<file path="src/htd_pkg.sv">
// shared types, constants and helpers of the huffman tree decoder
// no dependencies; used by htd_front, htd_back and huffman_tree_decoder
package htd_pkg;

	localparam int NODE_COUNT = 1024;
	localparam int ADDR_W     = (NODE_COUNT > 1) ? $clog2(NODE_COUNT) : 1;

	localparam int IDX_W    = 10;
	localparam int SYM_W    = 9;
	localparam int BYTE_W   = 8;
	localparam int OP_W     = 2;
	localparam int STATUS_W = 3;
	localparam int ENTRY_W  = 1 + SYM_W + 2 * IDX_W;

	localparam int CFG_W     = 10;
	localparam int CFG_IDX_W = 1;

	localparam int QUEUE_DEPTH = 2;
	localparam int QPTR_W      = $clog2(QUEUE_DEPTH);
	localparam int QCNT_W      = $clog2(QUEUE_DEPTH + 1);

	// op codes of a request
	localparam logic [OP_W-1:0] OP_WRITE   = 2'd0;
	localparam logic [OP_W-1:0] OP_DECODE  = 2'd1;
	localparam logic [OP_W-1:0] OP_RESTART = 2'd2;

	// result status codes
	localparam logic [STATUS_W-1:0] ST_NONE    = 3'd0;
	localparam logic [STATUS_W-1:0] ST_SYMBOL  = 3'd1;
	localparam logic [STATUS_W-1:0] ST_END     = 3'd2;
	localparam logic [STATUS_W-1:0] ST_EMPTY   = 3'd3;
	localparam logic [STATUS_W-1:0] ST_IGNORED = 3'd4;

	// configuration register indexes
	localparam logic [CFG_IDX_W-1:0] CFG_ROOT_INDEX = 1'd0;
	localparam logic [CFG_IDX_W-1:0] CFG_END_SYMBOL = 1'd1;

	localparam logic [SYM_W-1:0] END_SYMBOL_RESET = 9'd256;

	typedef struct packed {
		logic [OP_W-1:0]  op;
		logic [IDX_W-1:0] node_index;
		logic             node_is_leaf;
		logic [SYM_W-1:0] node_symbol;
		logic [IDX_W-1:0] zero_child;
		logic [IDX_W-1:0] one_child;
		logic             code_bit;
	} item_t;

	typedef struct packed {
		logic [STATUS_W-1:0] status;
		logic [BYTE_W-1:0]   symbol;
	} result_t;

	// node table entry, same bit layout as the stored word
	typedef struct packed {
		logic             leaf;
		logic [SYM_W-1:0] symbol;
		logic [IDX_W-1:0] zero_child;
		logic [IDX_W-1:0] one_child;
	} entry_t;

	typedef enum logic [1:0] {
		K_ACK     = 2'd0,
		K_WRITE   = 2'd1,
		K_DECODE  = 2'd2,
		K_RESTART = 2'd3
	} kind_t;

	// classified request handed from front to back
	typedef struct packed {
		kind_t            kind;
		logic [IDX_W-1:0] node_index;
		entry_t           entry;
		logic             code_bit;
	} cmd_t;

	typedef struct packed {
		logic [IDX_W-1:0] root_index;
		logic [SYM_W-1:0] end_symbol;
		logic             root_moved;
	} cfg_t;

	function automatic logic in_range(input logic [IDX_W-1:0] idx);
		return 32'(idx) < 32'(NODE_COUNT);
	endfunction

endpackage

</file>
<file path="src/htd_front.sv">
// front end: takes requests, classifies them and queues them for the back end
// depends on htd_pkg
module htd_front (
	input  logic           clk,
	input  logic           arst_n,
	input  logic           item_valid,
	output logic           item_ready,
	input  htd_pkg::item_t item,
	output logic           cmd_valid,
	input  logic           cmd_ready,
	output htd_pkg::cmd_t  cmd
);

	htd_pkg::cmd_t                    q_mem_q [htd_pkg::QUEUE_DEPTH];
	logic [htd_pkg::QPTR_W-1:0]       wr_ptr_q;
	logic [htd_pkg::QPTR_W-1:0]       rd_ptr_q;
	logic [htd_pkg::QCNT_W-1:0]       count_q;
	htd_pkg::cmd_t                    new_cmd;
	logic                             push;
	logic                             pop;

	always_comb begin
		new_cmd.node_index       = item.node_index;
		new_cmd.entry.leaf       = item.node_is_leaf;
		new_cmd.entry.symbol     = item.node_symbol;
		new_cmd.entry.zero_child = item.zero_child;
		new_cmd.entry.one_child  = item.one_child;
		new_cmd.code_bit         = item.code_bit;
		case (item.op)
			htd_pkg::OP_WRITE: begin
				// a write beyond the table only gets its answer
				new_cmd.kind = htd_pkg::in_range(item.node_index) ?
					htd_pkg::K_WRITE : htd_pkg::K_ACK;
			end
			htd_pkg::OP_DECODE:  new_cmd.kind = htd_pkg::K_DECODE;
			htd_pkg::OP_RESTART: new_cmd.kind = htd_pkg::K_RESTART;
			default:             new_cmd.kind = htd_pkg::K_ACK;
		endcase
	end

	assign item_ready = (count_q != htd_pkg::QCNT_W'(htd_pkg::QUEUE_DEPTH));
	assign cmd_valid  = (count_q != '0);
	assign cmd        = q_mem_q[rd_ptr_q];
	assign push       = item_valid && item_ready;
	assign pop        = cmd_valid && cmd_ready;

	always_ff @(posedge clk or negedge arst_n) begin
		if (!arst_n) begin
			wr_ptr_q <= '0;
			rd_ptr_q <= '0;
			count_q  <= '0;
		end else begin
			if (push) begin
				wr_ptr_q <= (wr_ptr_q == htd_pkg::QPTR_W'(htd_pkg::QUEUE_DEPTH - 1)) ?
					'0 : wr_ptr_q + 1'b1;
			end
			if (pop) begin
				rd_ptr_q <= (rd_ptr_q == htd_pkg::QPTR_W'(htd_pkg::QUEUE_DEPTH - 1)) ?
					'0 : rd_ptr_q + 1'b1;
			end
			if (push && !pop) begin
				count_q <= count_q + 1'b1;
			end else if (pop && !push) begin
				count_q <= count_q - 1'b1;
			end
		end
	end

	always_ff @(posedge clk) begin
		if (push) begin
			q_mem_q[wr_ptr_q] <= new_cmd;
		end
	end

endmodule

</file>
<file path="config.mk">
export PLATFORM = sky130hd
export DESIGN_NAME = htd_front
export DESIGN_NICKNAME = d
export VERILOG_FILES = /design/src/htd_pkg.sv /design/src/htd_front.sv
export SDC_FILE = /design/constraint.sdc
export NUM_CORES = 1
export LEC_CHECK = 0
export ABC_CLOCK_PERIOD_IN_PS = 8600
export BUFFER_PORTS_ARGS = -buffer_cell sky130_fd_sc_hd__buf_4
export CAP_MARGIN = 20
export CELL_PAD_IN_SITES_DETAIL_PLACEMENT = 2
export CELL_PAD_IN_SITES_GLOBAL_PLACEMENT = 2
export CORE_MARGIN = 1
export CORE_UTILIZATION = 30
export DETAILED_ROUTE_END_ITERATION = 12
export HOLD_SLACK_MARGIN = 0.12
export MAX_ROUTING_LAYER = met4
export PLACE_DENSITY = 0.64
export SYNTH_ARGS = -nofsm -noshare
export SYNTH_HDL_FRONTEND = slang
export SYNTH_SLANG_ARGS = --single-unit
</file>
<file path="constraint.sdc">
create_clock -name clk -period 8.6 [get_ports clk]
set_input_delay 2.58 -clock clk [delete_from_list [all_inputs] [get_ports clk]]
set_output_delay 2.58 -clock clk [all_outputs]
set_load 0.02 [all_outputs]
</file>
==> impl_metrics.env, run 1 <==
export IMPL_die_area_mm2=0.0123
export IMPL_setup_viol=0
export IMPL_layout_common_cells="93 x buf_4, 86 x edfxtp_1, 39 x mux2_4"
export IMPL_cp_top_family="flip-flops"
export IMPL_syn_nets=210
export IMPL_yosys_area_share_xor_xnor_pct=1.23
export IMPL_antenna_found_initial=0
export IMPL_swShare_pct=31.6
export IMPL_post_route_util_pct=40.4
export IMPL_design_area_mm2=0.00464
export IMPL_cp_slowest_cell="dfrtp_2"
export IMPL_fin_nets=310
export IMPL_dpl_cell_count=390
export IMPL_grt_usage_pct=11.2
export IMPL_finalWirelength_um=6380
export IMPL_ant_nets=0
export IMPL_cap_viol_max_count=0
export IMPL_antennaDiodeCount=0
export IMPL_numCtsBuffers=9
export IMPL_yosys_area_top_type="edfxtp_1"
export IMPL_area_growth_pct=30.6
export IMPL_globalplace_congestion=0.630
export IMPL_critPathCaptureType="output pin"
export IMPL_grt_pass1_wl_um=10000
export IMPL_yosysWarnings=0
export IMPL_critical_path_cell_count=3
export IMPL_synth_top_family_by_area="multiplexers"
export IMPL_cp_max_fo=26
export IMPL_power_density_mw_per_mm2=347
export IMPL_pwr_share_comb_pct=37.6
export IMPL_slowest_delay_ns=0.74
export IMPL_wl_per_cell_um=15.7
export IMPL_status="finished clean"
export IMPL_start_util_pct=31.0
export IMPL_ir_drop_uv=109
export IMPL_fillCellCount=1097
export IMPL_syn_area_per_cell_um2=22.3
export IMPL_place_port_buffers=91
export IMPL_first_iter_violations=47
export IMPL_setup_tns_ns=0
export IMPL_synth_top_cells_by_area="edfxtp_1 73%, mux2_4 16%, dfrtp_1 2.8%"
export IMPL_ys_ff_latch=90
export IMPL_htree_levels=3
export IMPL_row_count=39
export IMPL_grt_overflow_total=0
export IMPL_die_h_um=111
export IMPL_dpl_cell_area_mm2=0.00435
export IMPL_dp_hpwl_um=4190
export IMPL_power_switching_mw=0.509
export IMPL_tightest_slew_ns=0.586
export IMPL_synth_compound_area_share_pct=0
export IMPL_crit_type="reg -> out"
export IMPL_worst_clock_skew_ns=0.00988
export IMPL_ios=92
export IMPL_seqPwrFrac_pct=40.6
export IMPL_relSlewSlack_pct=60.9
export IMPL_hold_depth=1
export IMPL_syn_area_mm2=0.00355
export IMPL_grt_pass1_vias=1956
export IMPL_fin_crit_sh_pct=55.8
export IMPL_cts_hold_fix_buffers=0
export IMPL_intPower_mw=1.10
export IMPL_min_period_ns=4.80
export IMPL_startpoint_type="register"
export IMPL_synth_cell_types=15
export IMPL_stdcell_count=407
export IMPL_hp_class="reg -> reg"
export IMPL_final_common_cell="buf_4"
export IMPL_cts_resized=0
export IMPL_drc=0
export IMPL_timing_hold_violations_final=0
export IMPL_cts_sink_count=90
export IMPL_clockRootBuffer="clkbuf_16"
export IMPL_clkLatencyLatePin_ns=0.33
export IMPL_vias=1758
export IMPL_fin_hold_ws_ns=0.496
export IMPL_postSynthCellCount=159
export IMPL_cts_setup_buffers=0
export IMPL_rsz0062_at_grt="no"
export IMPL_synthSimpleGateAreaFrac_pct=1.16
export IMPL_yosysSeqAreaShare_pct=75.5
export IMPL_clk_pin_slew_ns=0.06
export IMPL_p_leak_nw=1.85
export IMPL_path_cells="buf_4 -> mux2_2 -> buf_4"
export IMPL_drv_slew=0
export IMPL_max_freq_ghz=0.208
export IMPL_arrival_ns=2.22
export IMPL_via_per_inst=4.32
export IMPL_path_buf_inv=2
export IMPL_cts_tree="built"
export IMPL_drive_gt1_share_pct=58.3
export IMPL_clockPowerShare_pct=21.8
export IMPL_clockBufferDepth=2
export IMPL_critPathRequiredTime_ns=6.02
export IMPL_grt_max_degree=44
export IMPL_crit_top_cell="buf_4"
export IMPL_drt_pass1_iterations=2
export IMPL_die_w_um=111
export IMPL_synth_adder_area_share_pct=1.41
export IMPL_rr_worst_depth=4
export IMPL_synth_top_area_share_pct=72.7
export IMPL_synth_mux_area_share_pct=17.8
export IMPL_coreArea_mm2=0.0115
-- layer usage --
metal,GRT usage [%],up-vias,wire (µm)
li1,-,808,-
met1,12.5,878,2690
met2,18.7,62,3250
met3,2.90,10,366
met4,5.33,0,72
met5,-,-,0
-- cell type report --
cell class	instances	area [µm²]	share of cell area [%]
Tap cell	143	179	3.86
Clock buffer	10	229	4.94
Inverter	3	11.3	0.243
Sequential cell	90	2680	57.9
Multi-Input combinational cell	61	774	16.7
Clock inverter	6	42.5	0.917
Timing Repair Buffer	94	718	15.5
-- sequential cells by signal, summed over array words and instances (netlist names) --
register / cells
count_q: 2
q_mem_q: 86
rd_ptr_q: 1
wr_ptr_q: 1
-- power groups by stage --
stage / combinational, mW / clock (mW) / sequential [mW]
after floorplan: 0.454 / 0 / 0.636
after global placement: 0.607 / 0 / 0.661
after detailed placement: 0.611 / 0 / 0.669
after CTS: 0.614 / 0.366 / 0.659
after global routing: 0.642 / 0.382 / 0.667
final: 0.606 / 0.351 / 0.654
-- synthesized netlist by cell type (all sizes together) --
master,number
buf,5
nand2,2
and3,1
mux2,43
inv,3
nand2b,1
xor2,2
nor2,4
dfrtp,4
or2,1
xnor2,3
ha,4
edfxtp,86
-- final timing paths --
path	from	endpoint	slack (ns)
min	count_q[1]	count_q[1]	0.50
min in group asynchronous	arst_n	wr_ptr_q	2.04
max	rd_ptr_q	cmd[18]	3.80
max reg2reg	count_q[0]	q_mem_q[0][11]	6.73
max in group asynchronous	arst_n	rd_ptr_q	6.45
min reg2reg	count_q[1]	count_q[1]	0.50
-- worst register-to-register path: cells and delay by family, from the launching register on --
| family | cells | cell delay [ns] |
|---|---|---|
| buffers and inverters | 1 | 0.53 |
| AND/OR/NAND/NOR | 3 | 0.54 |
| flip-flops | 1 | 0.40 |
-- cells by family after synthesis --
| group | count (synthesis) |
|---|---|
| xor+xnor | 5 |
| flops | 90 |
| buf+inv | 8 |
| mux | 43 |
| fa+ha+maj | 4 |
| simple gates | 9 |
-- metrics by stage --
| step | setup slack [ns] | power [mW] |
|---|---|---|
| after global placement | 4.12 | 1.27 |
| final | 3.80 | 1.61 |
| after global routing | 3.67 | 1.69 |
| after floorplan | 3.67 | 1.09 |
| after CTS | 3.72 | 1.64 |
| after detailed placement | 4.09 | 1.28 |
Note: power is estimated with default switching activity, not from simulation.
==> run 2: changes to the inputs <==
--- a/config.mk
+++ b/config.mk
@@ -5,7 +5,8 @@
 export SDC_FILE = /design/constraint.sdc
 export NUM_CORES = 1
 export LEC_CHECK = 0
-export ABC_CLOCK_PERIOD_IN_PS = 8600
+export ABC_AREA = 1
+export ABC_CLOCK_PERIOD_IN_PS = 4900
 export BUFFER_PORTS_ARGS = -buffer_cell sky130_fd_sc_hd__buf_4
 export CAP_MARGIN = 20
 export CELL_PAD_IN_SITES_DETAIL_PLACEMENT = 2
@@ -15,7 +16,7 @@
 export DETAILED_ROUTE_END_ITERATION = 12
 export HOLD_SLACK_MARGIN = 0.12
 export MAX_ROUTING_LAYER = met4
-export PLACE_DENSITY = 0.64
+export PLACE_DENSITY = 0.7
 export SYNTH_ARGS = -nofsm -noshare
 export SYNTH_HDL_FRONTEND = slang
 export SYNTH_SLANG_ARGS = --single-unit
==> constraint.sdc (replaced) <==
create_clock -name clk -period 4.9 [get_ports clk]
set_input_delay 1.47 -clock clk [delete_from_list [all_inputs] [get_ports clk]]
set_output_delay 1.47 -clock clk [all_outputs]
set_load 0.02 [all_outputs]
==> run 2 against run 1 <==
Net effect: routed wire length grew 20%; cell count grew 23%; setup slack lost 2.3 ns; global-route usage grew 2.8 points; sequential share of layout area grew 1.5 points; count of clock-buffer cells in the layout is the same; utilization grew 0.34 points; highest routed layer unchanged.
==> impl_metrics.env, run 2 <==
export IMPL_setup_viol=0
export IMPL_largest_register_ffs=86
export IMPL_stdcell_count=499
export IMPL_globalplace_congestion=0.662
export IMPL_synth_top_cells_by_area="edfxtp_1 74%, nand2_1 14%, dfrtp_1 2.9%"
export IMPL_start_util_pct=31.4
export IMPL_finalWirelength_um=7650
export IMPL_top_regs="q_mem_q (86), count_q (2)"
export IMPL_grt_overflow_total=0
export IMPL_row_count=38
export IMPL_crit_type="reg -> out"
export IMPL_dp_hpwl_um=5170
export IMPL_postSynthCellCount=260
export IMPL_cts_sink_count=90
export IMPL_fin_nets=406
export IMPL_tightest_slew_ns=0.927
export IMPL_status="finished clean"
export IMPL_dr_max_layer_used="met4"
export IMPL_die_w_um=110
export IMPL_cts_resized=0
export IMPL_p_leak_nw=1.93
export IMPL_ys_async_sr_fraction_pct=4.44
export IMPL_syn_nets=311
export IMPL_drt_pass1_iterations=3
export IMPL_grt_usage_pct=14.0
export IMPL_numCtsBuffers=9
export IMPL_grt_pass1_wl_um=11700
export IMPL_syn_area_per_cell_um2=13.4
export IMPL_regMostFlops="q_mem_q"
export IMPL_max_freq_ghz=0.291
export IMPL_critPathRequiredTime_ns=3.43
export IMPL_antenna_found_initial=0
export IMPL_ir_drop_uv=216
export IMPL_timing_hold_violations_final=0
export IMPL_yosysWarnings=0
export IMPL_drv_slew=0
export IMPL_fin_crit_sh_pct=70.0
export IMPL_route_met3_wl_um=346
export IMPL_cap_viol_max_count=0
export IMPL_synth_most_common_cell="nand2_1"
export IMPL_synthTopCellsByCount="126 x nand2_1, 86 x edfxtp_1, 13 x nand2_2"
export IMPL_layout_common_cells="126 x nand2_1, 93 x buf_4, 86 x edfxtp_1"
export IMPL_cts_setup_buffers=0
export IMPL_drive_gt1_share_pct=34.3
export IMPL_power_density_mw_per_mm2=625
export IMPL_first_iter_violations=65
export IMPL_wl_per_cell_um=15.3
export IMPL_final_common_cell="nand2_1"
export IMPL_power_switching_mw=1.05
export IMPL_pwr_share_comb_pct=37.5
export IMPL_yosysSeqAreaShare_pct=77.2
export IMPL_intPower_mw=1.78
export IMPL_grt_pass1_vias=2359
export IMPL_routedLengthMet1_um=3190
export IMPL_synth_flop_cell="edfxtp_1"
export IMPL_worst_clock_skew_ns=0.00624
export IMPL_htree_levels=3
export IMPL_relSlewSlack_pct=38.1
export IMPL_grt_max_degree=46
export IMPL_coreArea_mm2=0.0111
export IMPL_startpoint_type="register"
export IMPL_die_area_mm2=0.0120
export IMPL_rsz0062_at_grt="no"
export IMPL_fin_hold_ws_ns=0.525
export IMPL_arrival_ns=1.96
export IMPL_die_h_um=110
export IMPL_hp_class="reg -> reg"
export IMPL_seqPwrFrac_pct=41.4
export IMPL_via_per_inst=4.41
export IMPL_synth_cell_types=16
export IMPL_setup_tns_ns=0
export IMPL_cts_tree="built"
export IMPL_place_port_buffers=91
export IMPL_vias=2201
export IMPL_routed_wl_met2_um=3990
export IMPL_clk_pin_slew_ns=0.06
export IMPL_cp_max_fo=45
export IMPL_ios=92
export IMPL_clockRootBuffer="clkbuf_16"
export IMPL_synth_edff_count=86
export IMPL_critPathCaptureType="output pin"
export IMPL_synth_top_area_share_pct=74.3
export IMPL_syn_area_mm2=0.00348
export IMPL_rrSetupSlack_ns=2.81
export IMPL_min_period_ns=3.43
export IMPL_cts_hold_fix_buffers=0
export IMPL_antennaDiodeCount=0
export IMPL_swShare_pct=37.1
export IMPL_clkLatencyLatePin_ns=0.33
export IMPL_ant_nets=0
export IMPL_ys_ff_latch=90
export IMPL_clockBufferDepth=2
export IMPL_yosys_area_top_type="edfxtp_1"
export IMPL_drc=0
export IMPL_clockPowerShare_pct=21.1
export IMPL_dpl_cell_count=484
export IMPL_area_growth_pct=30.0
-- run 2: cell count changes after synthesis, moves of 2 or more --
cell,before,now
inv_1,3,7
nand2_2,0,13
mux2_2,4,0
mux2_4,39,0
buf_6,1,5
buf_4,0,3
nand2_1,2,126
xnor2_1,3,1
buf_12,4,1
nand3_1,0,2
-- run 2: metrics by stage --
stage / utilization (%) / area, µm² / total power, mW / setup WS [ns]
after floorplan: - / 3480 / 1.84 / 1.10
after global placement: 38.5 / 4270 / 2.24 / 1.75
after detailed placement: 38.5 / 4270 / 2.28 / 1.68
after CTS: 40.8 / 4520 / 2.89 / 1.38
after global routing: 40.8 / 4520 / 3.00 / 1.27
final: 40.8 / 4520 / 2.83 / 1.47
-- run 2: critical path: stages, from the launching register on --
cell and delay [ns]:
dfrtp_2 0.95, inv_8 0.27, nand2_1 0.15, nand2_1 0.07
buf_4 0.16
-- run 2: path summary, 6_finish.rpt --
kind,start,to,depth (start not counted)
max,rd_ptr_q,cmd[11],4
min,count_q[0],count_q[0],1
max reg2reg,count_q[0],q_mem_q[0][33],5
min reg2reg,count_q[0],count_q[0],1
max in group asynchronous,arst_n,rd_ptr_q,1
min in group asynchronous,arst_n,wr_ptr_q,1
-- run 2: kinds of logic (layout without fill, tap and decap cells) --
logic type	after synthesis	in the layout	synth area share (%)
and+or+nand+nor	146	146	16.8
DFF	90	90	77.2
buffers and inverters	18	117	4.03
adders and majority gates	4	4	1.44
xor gates and xnor gates	2	2	0.504
-- run 2: final cells by class --
type | instances | area [µm²]
clock buffer | 10 | 229
clock inverter | 5 | 22.5
fill | 1155 | 6560
inverter | 9 | 41.3
multi-input combinational | 152 | 668
sequential | 90 | 2680
tap | 140 | 175
timing repair buffer | 93 | 698
-- run 2: routing by layer --
layer  vias up  GRT usage (%)
met5         -              -
met4         0           6.00
met3        10           2.85
met2        59           23.9
met1      1080           15.9
li1       1052              -
-- run 2: power by group through the flow --
stage               logic (mW)  clock network [mW]  registers [mW]
floorplan                0.719                   0            1.12
global placement          1.06                   0            1.18
detailed placement        1.09                   0            1.19
CTS                       1.09               0.615            1.18
global route              1.16               0.643            1.20
finish                    1.06               0.597            1.17
